**config.mk**
```make
export PLATFORM = sky130hd
export DESIGN_NAME = circular_queue_engine_core_flat
export DESIGN_NICKNAME = d
export VERILOG_FILES = /design/src/cqe_pkg.sv /design/src/cqe_in_if.sv /design/src/cqe_out_if.sv /design/src/cqe_ram.sv /design/src/cqe_ctrl.sv /design/src/cqe_dp.sv /design/src/circular_queue_engine_core.sv /design/src/flat_wrapper.sv
export SDC_FILE = /design/constraint.sdc
export NUM_CORES = 2
export LEC_CHECK = 0
export ABC_AREA = 1
export BUFFER_PORTS_ARGS = -buffer_cell sky130_fd_sc_hd__buf_2
export CORE_UTILIZATION = 35
export CTS_CLUSTER_DIAMETER = 60
export DETAILED_ROUTE_END_ITERATION = 8
export GPL_TIMING_DRIVEN = 0
export PLACE_DENSITY_LB_ADDON = 0.2
export SKIP_LAST_GASP = 1
export SYNTH_ARGS = -nofsm -noshare
export SYNTH_HDL_FRONTEND = slang
export SYNTH_SLANG_ARGS = --single-unit
```
**constraint.sdc**
```tcl
create_clock -name clk -period 6 [get_ports clk]
set_clock_uncertainty 0.05 [all_clocks]
set_input_delay 0.9 -clock clk [delete_from_list [all_inputs] [get_ports clk]]
set_output_delay 0.9 -clock clk [all_outputs]
set_load 0.005 [all_outputs]
```
**src/cqe_pkg.sv**
```systemverilog
// Shared types, codes and defaults of the circular queue engine.
`default_nettype none
package cqe_pkg;

	// Built ring depth and field widths.
	localparam int DEPTH_DEF = 64;
	localparam int CAP_W     = 7;
	localparam int FUNC_W    = 2;
	localparam int STATUS_W  = 2;
	localparam int DATA_W    = 32;
	localparam logic [CAP_W-1:0] CAP_RESET = CAP_W'(64);

	// Operation codes of an input request.
	typedef enum logic [FUNC_W-1:0] {
		FN_INSERT  = 2'd0,
		FN_DELETE  = 2'd1,
		FN_DISPLAY = 2'd2
	} func_t;

	// Result status codes.
	typedef enum logic [STATUS_W-1:0] {
		ST_OK    = 2'd0,
		ST_FULL  = 2'd1,
		ST_EMPTY = 2'd2
	} status_t;

	// Commands from the controller to the datapath.
	typedef struct packed {
		logic    push;
		logic    pop;
		logic    disp_start;
		logic    walk_next;
		logic    load_code;
		logic    load_mem;
		status_t code;
	} cqe_cmd_t;

	// Status from the datapath to the controller.
	typedef struct packed {
		logic full;
		logic empty;
		logic more;
	} cqe_stat_t;

endpackage
`default_nettype wire

```
**src/cqe_in_if.sv**
```systemverilog
// Input request channel of the circular queue engine.
`default_nettype none
interface cqe_in_if;
	logic                                valid;
	logic                                ready;
	logic        [cqe_pkg::FUNC_W-1:0]   func;
	logic signed [cqe_pkg::DATA_W-1:0]   push_value;

	modport source (output valid, output func, output push_value, input ready);
	modport sink   (input valid, input func, input push_value, output ready);
endinterface
`default_nettype wire

```
**src/cqe_out_if.sv**
```systemverilog
// Result channel of the circular queue engine.
`default_nettype none
interface cqe_out_if;
	logic                                valid;
	logic                                ready;
	logic        [cqe_pkg::STATUS_W-1:0] status;
	logic signed [cqe_pkg::DATA_W-1:0]   out_value;
	logic                                last;

	modport source (output valid, output status, output out_value, output last, input ready);
	modport sink   (input valid, input status, input out_value, input last, output ready);
endinterface
`default_nettype wire

```
**src/cqe_ram.sv**
```systemverilog
// Generic single-write, single-read RAM with registered read data.
`default_nettype none
module cqe_ram #(
	parameter int WIDTH = 32,
	parameter int DEPTH = 64
) (
	input  wire logic                     clk,
	input  wire logic                     we,
	input  wire logic [$clog2(DEPTH)-1:0] waddr,
	input  wire logic [WIDTH-1:0]         wdata,
	input  wire logic                     re,
	input  wire logic [$clog2(DEPTH)-1:0] raddr,
	output logic      [WIDTH-1:0]         rdata
);

	logic [WIDTH-1:0] mem_q [DEPTH];

	// Write port.
	always_ff @(posedge clk) begin
		if (we) begin
			mem_q[waddr] <= wdata;
		end
	end

	// Registered read port.
	always_ff @(posedge clk) begin
		if (re) begin
			rdata <= mem_q[raddr];
		end
	end

endmodule
`default_nettype wire

```
**src/cqe_ctrl.sv**
```systemverilog
// Controller state machine of the circular queue engine.
`default_nettype none
module cqe_ctrl (
	input  wire logic                         clk,
	input  wire logic                         arst_n,
	input  wire logic                         in_valid,
	output logic                              in_ready,
	input  wire logic [cqe_pkg::FUNC_W-1:0]   in_func,
	output logic                              out_valid,
	input  wire logic                         out_ready,
	input  wire cqe_pkg::cqe_stat_t           stat,
	output cqe_pkg::cqe_cmd_t                 cmd
);

	typedef enum logic [2:0] {
		S_IDLE = 3'b001,
		S_READ = 3'b010,
		S_SEND = 3'b100
	} state_t;

	state_t state_q, state_d;

	// State register.
	always_ff @(posedge clk or negedge arst_n) begin
		if (!arst_n) begin
			state_q <= S_IDLE;
		end else begin
			state_q <= state_d;
		end
	end

	// Next state and datapath commands.
	always_comb begin
		state_d        = state_q;
		cmd            = '0;
		cmd.code       = cqe_pkg::ST_OK;
		in_ready       = 1'b0;
		out_valid      = 1'b0;
		unique case (state_q)
			S_IDLE: begin
				in_ready = 1'b1;
				if (in_valid) begin
					unique case (in_func)
						cqe_pkg::FN_INSERT: begin
							cmd.load_code = 1'b1;
							if (stat.full) begin
								cmd.code = cqe_pkg::ST_FULL;
							end else begin
								cmd.push = 1'b1;
							end
							state_d = S_SEND;
						end
						cqe_pkg::FN_DELETE: begin
							if (stat.empty) begin
								cmd.load_code = 1'b1;
								cmd.code      = cqe_pkg::ST_EMPTY;
								state_d       = S_SEND;
							end else begin
								cmd.pop = 1'b1;
								state_d = S_READ;
							end
						end
						cqe_pkg::FN_DISPLAY: begin
							if (stat.empty) begin
								cmd.load_code = 1'b1;
								cmd.code      = cqe_pkg::ST_EMPTY;
								state_d       = S_SEND;
							end else begin
								cmd.disp_start = 1'b1;
								state_d        = S_READ;
							end
						end
						default: begin
							// The unused operation code is dropped without a result.
							state_d = S_IDLE;
						end
					endcase
				end
			end
			S_READ: begin
				cmd.load_mem = 1'b1;
				state_d      = S_SEND;
			end
			S_SEND: begin
				out_valid = 1'b1;
				if (out_ready) begin
					if (stat.more) begin
						cmd.walk_next = 1'b1;
						state_d       = S_READ;
					end else begin
						state_d = S_IDLE;
					end
				end
			end
			default: begin
				state_d = S_IDLE;
			end
		endcase
	end

endmodule
`default_nettype wire

```
**src/cqe_dp.sv**
```systemverilog
// Datapath of the circular queue engine: ring pointers, slot RAM and result register.
`default_nettype none
module cqe_dp #(
	parameter int DEPTH = cqe_pkg::DEPTH_DEF
) (
	input  wire logic                                clk,
	input  wire logic                                arst_n,
	input  wire logic                                cfg_we,
	input  wire logic        [cqe_pkg::CAP_W-1:0]    cfg_wdata,
	input  wire logic signed [cqe_pkg::DATA_W-1:0]   push_value,
	input  wire cqe_pkg::cqe_cmd_t                   cmd,
	output cqe_pkg::cqe_stat_t                       stat,
	output logic             [cqe_pkg::STATUS_W-1:0] status,
	output logic signed      [cqe_pkg::DATA_W-1:0]   out_value,
	output logic                                     last
);

	localparam int IW = $clog2(DEPTH);
	localparam int CW = $clog2(DEPTH + 1);
	localparam int EW = (CW > cqe_pkg::CAP_W) ? CW : cqe_pkg::CAP_W;

	logic [cqe_pkg::CAP_W-1:0]  cap_q;
	logic [IW-1:0]              head_q, tail_q, walk_q;
	logic [CW-1:0]              count_q, remain_q;
	logic [cqe_pkg::STATUS_W-1:0] status_q;
	logic [cqe_pkg::DATA_W-1:0] value_q;
	logic                       last_q;

	logic [EW-1:0]              cap_ext, eff_cap;
	logic [IW-1:0]              head_nxt, tail_nxt, walk_nxt;
	logic [IW-1:0]              rd_addr;
	logic                       rd_en;
	logic [cqe_pkg::DATA_W-1:0] rd_data;

	// Capacity in use: zero counts as one, anything above the ring depth as the depth.
	assign cap_ext = EW'(cap_q);
	always_comb begin
		priority if (cap_ext == '0) begin
			eff_cap = EW'(1);
		end else if (cap_ext > EW'(DEPTH)) begin
			eff_cap = EW'(DEPTH);
		end else begin
			eff_cap = cap_ext;
		end
	end

	// Pointer advance with wrap at the capacity in use.
	always_comb begin
		head_nxt = ((EW'(head_q) + EW'(1)) >= eff_cap) ? '0 : head_q + IW'(1);
		tail_nxt = ((EW'(tail_q) + EW'(1)) >= eff_cap) ? '0 : tail_q + IW'(1);
		walk_nxt = ((EW'(walk_q) + EW'(1)) >= eff_cap) ? '0 : walk_q + IW'(1);
	end

	// Status toward the controller.
	assign stat.full  = EW'(count_q) >= eff_cap;
	assign stat.empty = (count_q == '0);
	assign stat.more  = ~last_q;

	// Ring pointers, fill count and display walk.
	always_ff @(posedge clk or negedge arst_n) begin
		if (!arst_n) begin
			cap_q    <= cqe_pkg::CAP_RESET;
			head_q   <= '0;
			tail_q   <= '0;
			count_q  <= '0;
			walk_q   <= '0;
			remain_q <= '0;
		end else if (cfg_we) begin
			// A capacity write empties the queue.
			cap_q   <= cfg_wdata;
			head_q  <= '0;
			tail_q  <= '0;
			count_q <= '0;
		end else begin
			if (cmd.push) begin
				tail_q  <= tail_nxt;
				count_q <= count_q + CW'(1);
			end
			if (cmd.pop) begin
				head_q   <= head_nxt;
				count_q  <= count_q - CW'(1);
				remain_q <= CW'(1);
			end
			if (cmd.disp_start) begin
				walk_q   <= head_nxt;
				remain_q <= count_q;
			end
			if (cmd.walk_next) begin
				walk_q   <= walk_nxt;
				remain_q <= remain_q - CW'(1);
			end
		end
	end

	// Slot RAM read address: the head for a delete or the first listed word, the walk pointer for later words.
	assign rd_en   = cmd.pop | cmd.disp_start | cmd.walk_next;
	assign rd_addr = cmd.walk_next ? walk_q : head_q;

	cqe_ram #(
		.WIDTH (cqe_pkg::DATA_W),
		.DEPTH (DEPTH)
	) u_slots (
		.clk   (clk),
		.we    (cmd.push),
		.waddr (tail_q),
		.wdata (push_value),
		.re    (rd_en),
		.raddr (rd_addr),
		.rdata (rd_data)
	);

	// Last flag of the held result.
	always_ff @(posedge clk or negedge arst_n) begin
		if (!arst_n) begin
			last_q <= 1'b1;
		end else if (cmd.load_code) begin
			last_q <= 1'b1;
		end else if (cmd.load_mem) begin
			last_q <= (remain_q == CW'(1));
		end
	end

	// Result payload.
	always_ff @(posedge clk) begin
		if (cmd.load_code) begin
			status_q <= cmd.code;
			value_q  <= '0;
		end else if (cmd.load_mem) begin
			status_q <= cqe_pkg::ST_OK;
			value_q  <= rd_data;
		end
	end

	assign status    = status_q;
	assign out_value = value_q;
	assign last      = last_q;

endmodule
`default_nettype wire

```
**src/circular_queue_engine_core.sv**
```systemverilog
// Circular queue engine: a ring-buffer FIFO of signed words with insert, delete and display.
// An insert result is offered in the cycle after its request is accepted. A delete result
// that carries a word passes the slot RAM read, then the result register; a display lists
// its words one at a time the same way. Only one request is handled at a time; the next one
// is accepted the cycle after the last result is taken.
// Reset empties the queue and sets the capacity to 64; the slot RAM is not cleared.
`default_nettype none
module circular_queue_engine_core #(
	parameter int DEPTH = cqe_pkg::DEPTH_DEF
) (
	input  wire logic                      clk,
	input  wire logic                      arst_n,
	input  wire logic                      cfg_we,
	input  wire logic [cqe_pkg::CAP_W-1:0] cfg_wdata,
	cqe_in_if.sink                         in_ch,
	cqe_out_if.source                      out_ch
);

	cqe_pkg::cqe_cmd_t  cmd;
	cqe_pkg::cqe_stat_t stat;

	// Request sequencing.
	cqe_ctrl u_ctrl (
		.clk       (clk),
		.arst_n    (arst_n),
		.in_valid  (in_ch.valid),
		.in_ready  (in_ch.ready),
		.in_func   (in_ch.func),
		.out_valid (out_ch.valid),
		.out_ready (out_ch.ready),
		.stat      (stat),
		.cmd       (cmd)
	);

	// Queue storage and result register.
	cqe_dp #(
		.DEPTH (DEPTH)
	) u_dp (
		.clk        (clk),
		.arst_n     (arst_n),
		.cfg_we     (cfg_we),
		.cfg_wdata  (cfg_wdata),
		.push_value (in_ch.push_value),
		.cmd        (cmd),
		.stat       (stat),
		.status     (out_ch.status),
		.out_value  (out_ch.out_value),
		.last       (out_ch.last)
	);

endmodule
`default_nettype wire
```
**src/flat_wrapper.sv**
```systemverilog
// flat-port wrapper written by rule: the top's interface ports become plain ports
module circular_queue_engine_core_flat 
#(
	parameter int DEPTH = cqe_pkg::DEPTH_DEF
)
  (clk, arst_n, cfg_we, cfg_wdata, in_ch_valid, in_ch_func, in_ch_push_value, in_ch_ready, out_ch_valid, out_ch_status, out_ch_out_value, out_ch_last, out_ch_ready);
  cqe_in_if in_ch_i ();
  cqe_out_if out_ch_i ();
  input  wire logic clk;
  input  wire logic arst_n;
  input  wire logic cfg_we;
  input  wire logic [cqe_pkg::CAP_W-1:0] cfg_wdata;
  input wire logic [$bits(in_ch_i.valid)-1:0] in_ch_valid;
  input wire logic [$bits(in_ch_i.func)-1:0] in_ch_func;
  input wire logic [$bits(in_ch_i.push_value)-1:0] in_ch_push_value;
  output wire logic [$bits(in_ch_i.ready)-1:0] in_ch_ready;
  output wire logic [$bits(out_ch_i.valid)-1:0] out_ch_valid;
  output wire logic [$bits(out_ch_i.status)-1:0] out_ch_status;
  output wire logic [$bits(out_ch_i.out_value)-1:0] out_ch_out_value;
  output wire logic [$bits(out_ch_i.last)-1:0] out_ch_last;
  input wire logic [$bits(out_ch_i.ready)-1:0] out_ch_ready;
  assign in_ch_i.valid = in_ch_valid;
  assign in_ch_i.func = in_ch_func;
  assign in_ch_i.push_value = in_ch_push_value;
  assign in_ch_ready = in_ch_i.ready;
  assign out_ch_valid = out_ch_i.valid;
  assign out_ch_status = out_ch_i.status;
  assign out_ch_out_value = out_ch_i.out_value;
  assign out_ch_last = out_ch_i.last;
  assign out_ch_i.ready = out_ch_ready;
  circular_queue_engine_core #(.DEPTH(DEPTH)) u_core (.clk(clk), .arst_n(arst_n), .cfg_we(cfg_we), .cfg_wdata(cfg_wdata), .in_ch(in_ch_i), .out_ch(out_ch_i));
endmodule
```
==> impl_metrics.ini <==
[run_status]
status = finished with violations
violations = capacitance limit, slew limit

[power]
p_total_mw = 35.8
p_leak_nw = 42.3
p_per_area_nw_per_um2 = 323
ir_worst_vdd_v = 0.000341

[route]
drc = 0
routedWlPerCell_um = 31.5
finalWirelength_mm = 399
drt_iter0_drc = 11364
firstDrtPassIters = 6
viasPerCell = 5.62
vias = 71103
ant_nets = 0

[timing]
slew-limit-headroom = -0.0921
post-route-period-util = 0.941
maxSlewViolCount = 32
rsz0062_at_grt = false
worst_slack_ns = 0.353
worst_pin_slew_ns = 1.64
min_period_ns = 5.65
fmax_mhz = 177
tns_ns = 0
finalHoldViolCount = 0
setup_viol = 0

[synthesis]
async_flop_share = 0.0199
yosysMostFrequentCell = edfxtp_1
synth.distinct_cells = 44
avgSynthCellArea_um2 = 11.2
synth_common_cells = edfxtp_1 (2082), nand3_1 (1942), nand2_1 (1660), inv_1 (1027), nand3b_1 (759)
synth_ff_type = edfxtp_1
yosysWarnings = 0
ys_ff_latch = 2157
yosys.area.top_type = edfxtp_1
seq_area_frac_synth = 0.680
synth_top_area_share = 0.662
syn_nets = 8527
synth_area_um2 = 94400
synth_edf_count = 2082
synth_area_leaders = edfxtp_1 (66%), nand3_1 (10%), nand2_1 (6.6%)
syn_inst = 8438

[cells_and_area]
syn_to_final_growth_pct = 17.2
finalNetCount = 8987
utilization = 0.413
n_fill_cell = 25446
drive_above_1_share = 0.0974

[grt]
grtUsageTotal = 0.289
antenna_found_initial = 45
grt_pass1_wl_mm = 539
grt_overflow = 0
grt_pass1_vias = 65549
grt_max_degree = 65

[clock_tree]
cts_made_buffers = 235
cts_tree = done
holdBufCountCts = 0
cts_setup_buffers = 0
cts.path.max_buffers = 3
clock_latency_ns = 0.91
cts_root_buf = clkbuf_16
clock-sinks = 2157
clk_pin_slew_ns = 0.06
cts_resized = 0
h-tree-depth = 4

[floorplanning]
start_util = 0.352
die_x_um = 521
rows = 190
die_area_um2 = 272000
die_y_um = 521
ios = 83
core-area_um2 = 268000

[worst_setup_path]
arrival_ns = 6.21
startpoint_type = register
critPathMaxStageDelay_ns = 1.16
cp-end-kind = register
r2r_slack_ns = 0.35
crit_required_ns = 6.56
crit_path_cell_trace = nor2_1 > nand3_2 > inv_2 > o21ai_0 > clkbuf_1 > clkbuf_1 > nand3_1 > nand3_1 > nand2_1
worst-setup-path-type = register to register
crit_fanout = 10
slowest_stage = o21ai_0

[placed_design]
place_congestion = 1.00
hpwl_mm = 276
post-place-ws_ns = 0.184
port_buffers = 81

[job]
max_cap_viol_count = 4

[worst_hold_path]
hp-class = primary input to async pin
## metal layers
layer | global-route usage | up-vias | part of all wire
li1 | - | 30076 | -
met1 | 0.393 | 35478 | 0.40
met2 | 0.430 | 4659 | 0.43
met3 | 0.0688 | 878 | 0.12
met4 | 0.144 | 12 | 0.058
met5 | 0 | - | 0.00020
## through the flow
step / instances / hold WS, ns / area [um^2]
after floorplan: 8438 / 0.414 / 94400
after global placement: 12071 / 0.444 / 99300
after detailed placement: 12213 / 0.442 / 103000
after CTS: 12641 / 0.100 / 111000
after global routing: 12643 / 0.171 / 111000
final: 12658 / 0.154 / 111000
## state kept, by name, indices dropped and copies added (netlist names)
register / count
u_core.u_dp.head_q: 6
u_core.u_dp.last: 1
u_core.u_dp.tail_q: 6
u_core.u_dp.count_q: 7
u_core.u_dp.walk_q: 6
u_core.u_ctrl.state_q: 3
u_core.u_dp.cap_ext: 7
u_core.u_dp.remain_q: 7
u_core.u_dp.status: 2
u_core.u_dp.u_slots.rdata: 32
u_core.u_dp.out_value: 32
u_core.u_dp.u_slots.mem_q: 2048
## layout by cell type, fill, tap and decap left out, drive strengths merged, types with 40 or more instances in the layout
cell	Yosys	layout
nand2	1662	1662
nand3b	759	759
o21ai	43	43
clkbuf	275	576
edfxtp	2082	2082
buf	275	498
dfrtp	40	40
clkinv	0	94
nand3	1943	1943
ha	42	42
inv	1030	1040
nor2	105	105
## path summary, 6_finish.rpt
path                                                    start                                      end  depth (start not counted)
min in group clk                                 cfg_wdata[3]       u_core.u_dp.cap_ext[3]$_DFFE_PN0P_                          3
max in group asynchronous                              arst_n      u_core.u_dp.remain_q[1]$_DFFE_PN0P_                          1
max                              u_core.u_dp.last$_DFFE_PN1P_  u_core.u_dp.u_slots.rdata[24]$_DFFE_PP_                          9
min reg2reg                u_core.u_dp.cap_ext[2]$_DFFE_PN0P_       u_core.u_dp.cap_ext[2]$_DFFE_PN0P_                          2
max reg2reg                      u_core.u_dp.last$_DFFE_PN1P_  u_core.u_dp.u_slots.rdata[24]$_DFFE_PP_                          9
min                                                    arst_n       u_core.u_dp.cap_ext[0]$_DFFE_PN0P_                          1
## cell families (layout without fill, tap and decap cells)
kind of cell | count (synthesis) | after routing | share of synthesized area
AND/OR/NAND/NOR | 4520 | 4520 | 0.237
flip-flops | 2157 | 2157 | 0.680
buffers and inverters | 1580 | 2231 | 0.0663
AO/OA/AOI/OAI | 94 | 94 | 0.00574
adder cells (fa/ha/maj) | 43 | 43 | 0.00578
multiplexers | 32 | 32 | 0.00382
XOR/XNOR | 12 | 12 | 0.00111
other | 0 | 17 | 0
## report_power, final
group	internal (mW)	switching (mW)
sequential	16.8	0.142
combinational	1.12	3.14
clock	8.30	6.29
total	26.2	9.58
## worst max-delay path, delay by kind of cell, from the launching register on
| family | cells | cell delay, ns |
|---|---|---|
| buffers and inverters | 3 | 2.14 |
| and+or+nand+nor | 5 | 1.41 |
| AOI/OAI and AO/OA | 1 | 1.16 |
| DFF | 1 | 0.56 |
## layout make-up
class                           count  area [um^2]  area share
Tap cell                         3552         4440      0.0402
Multi-Input combinational cell   4701        24400       0.221
Clock buffer                      301         6330      0.0572
Inverter                         1030         3870      0.0349
Antenna cell                       17         42.5    0.000384
Buffer                            550         2400      0.0217
Sequential cell                  2157        64200       0.580
Timing Repair Buffer              223         3620      0.0327
Clock inverter                    127         1300      0.0118
(Power assumes the default switching activity.)
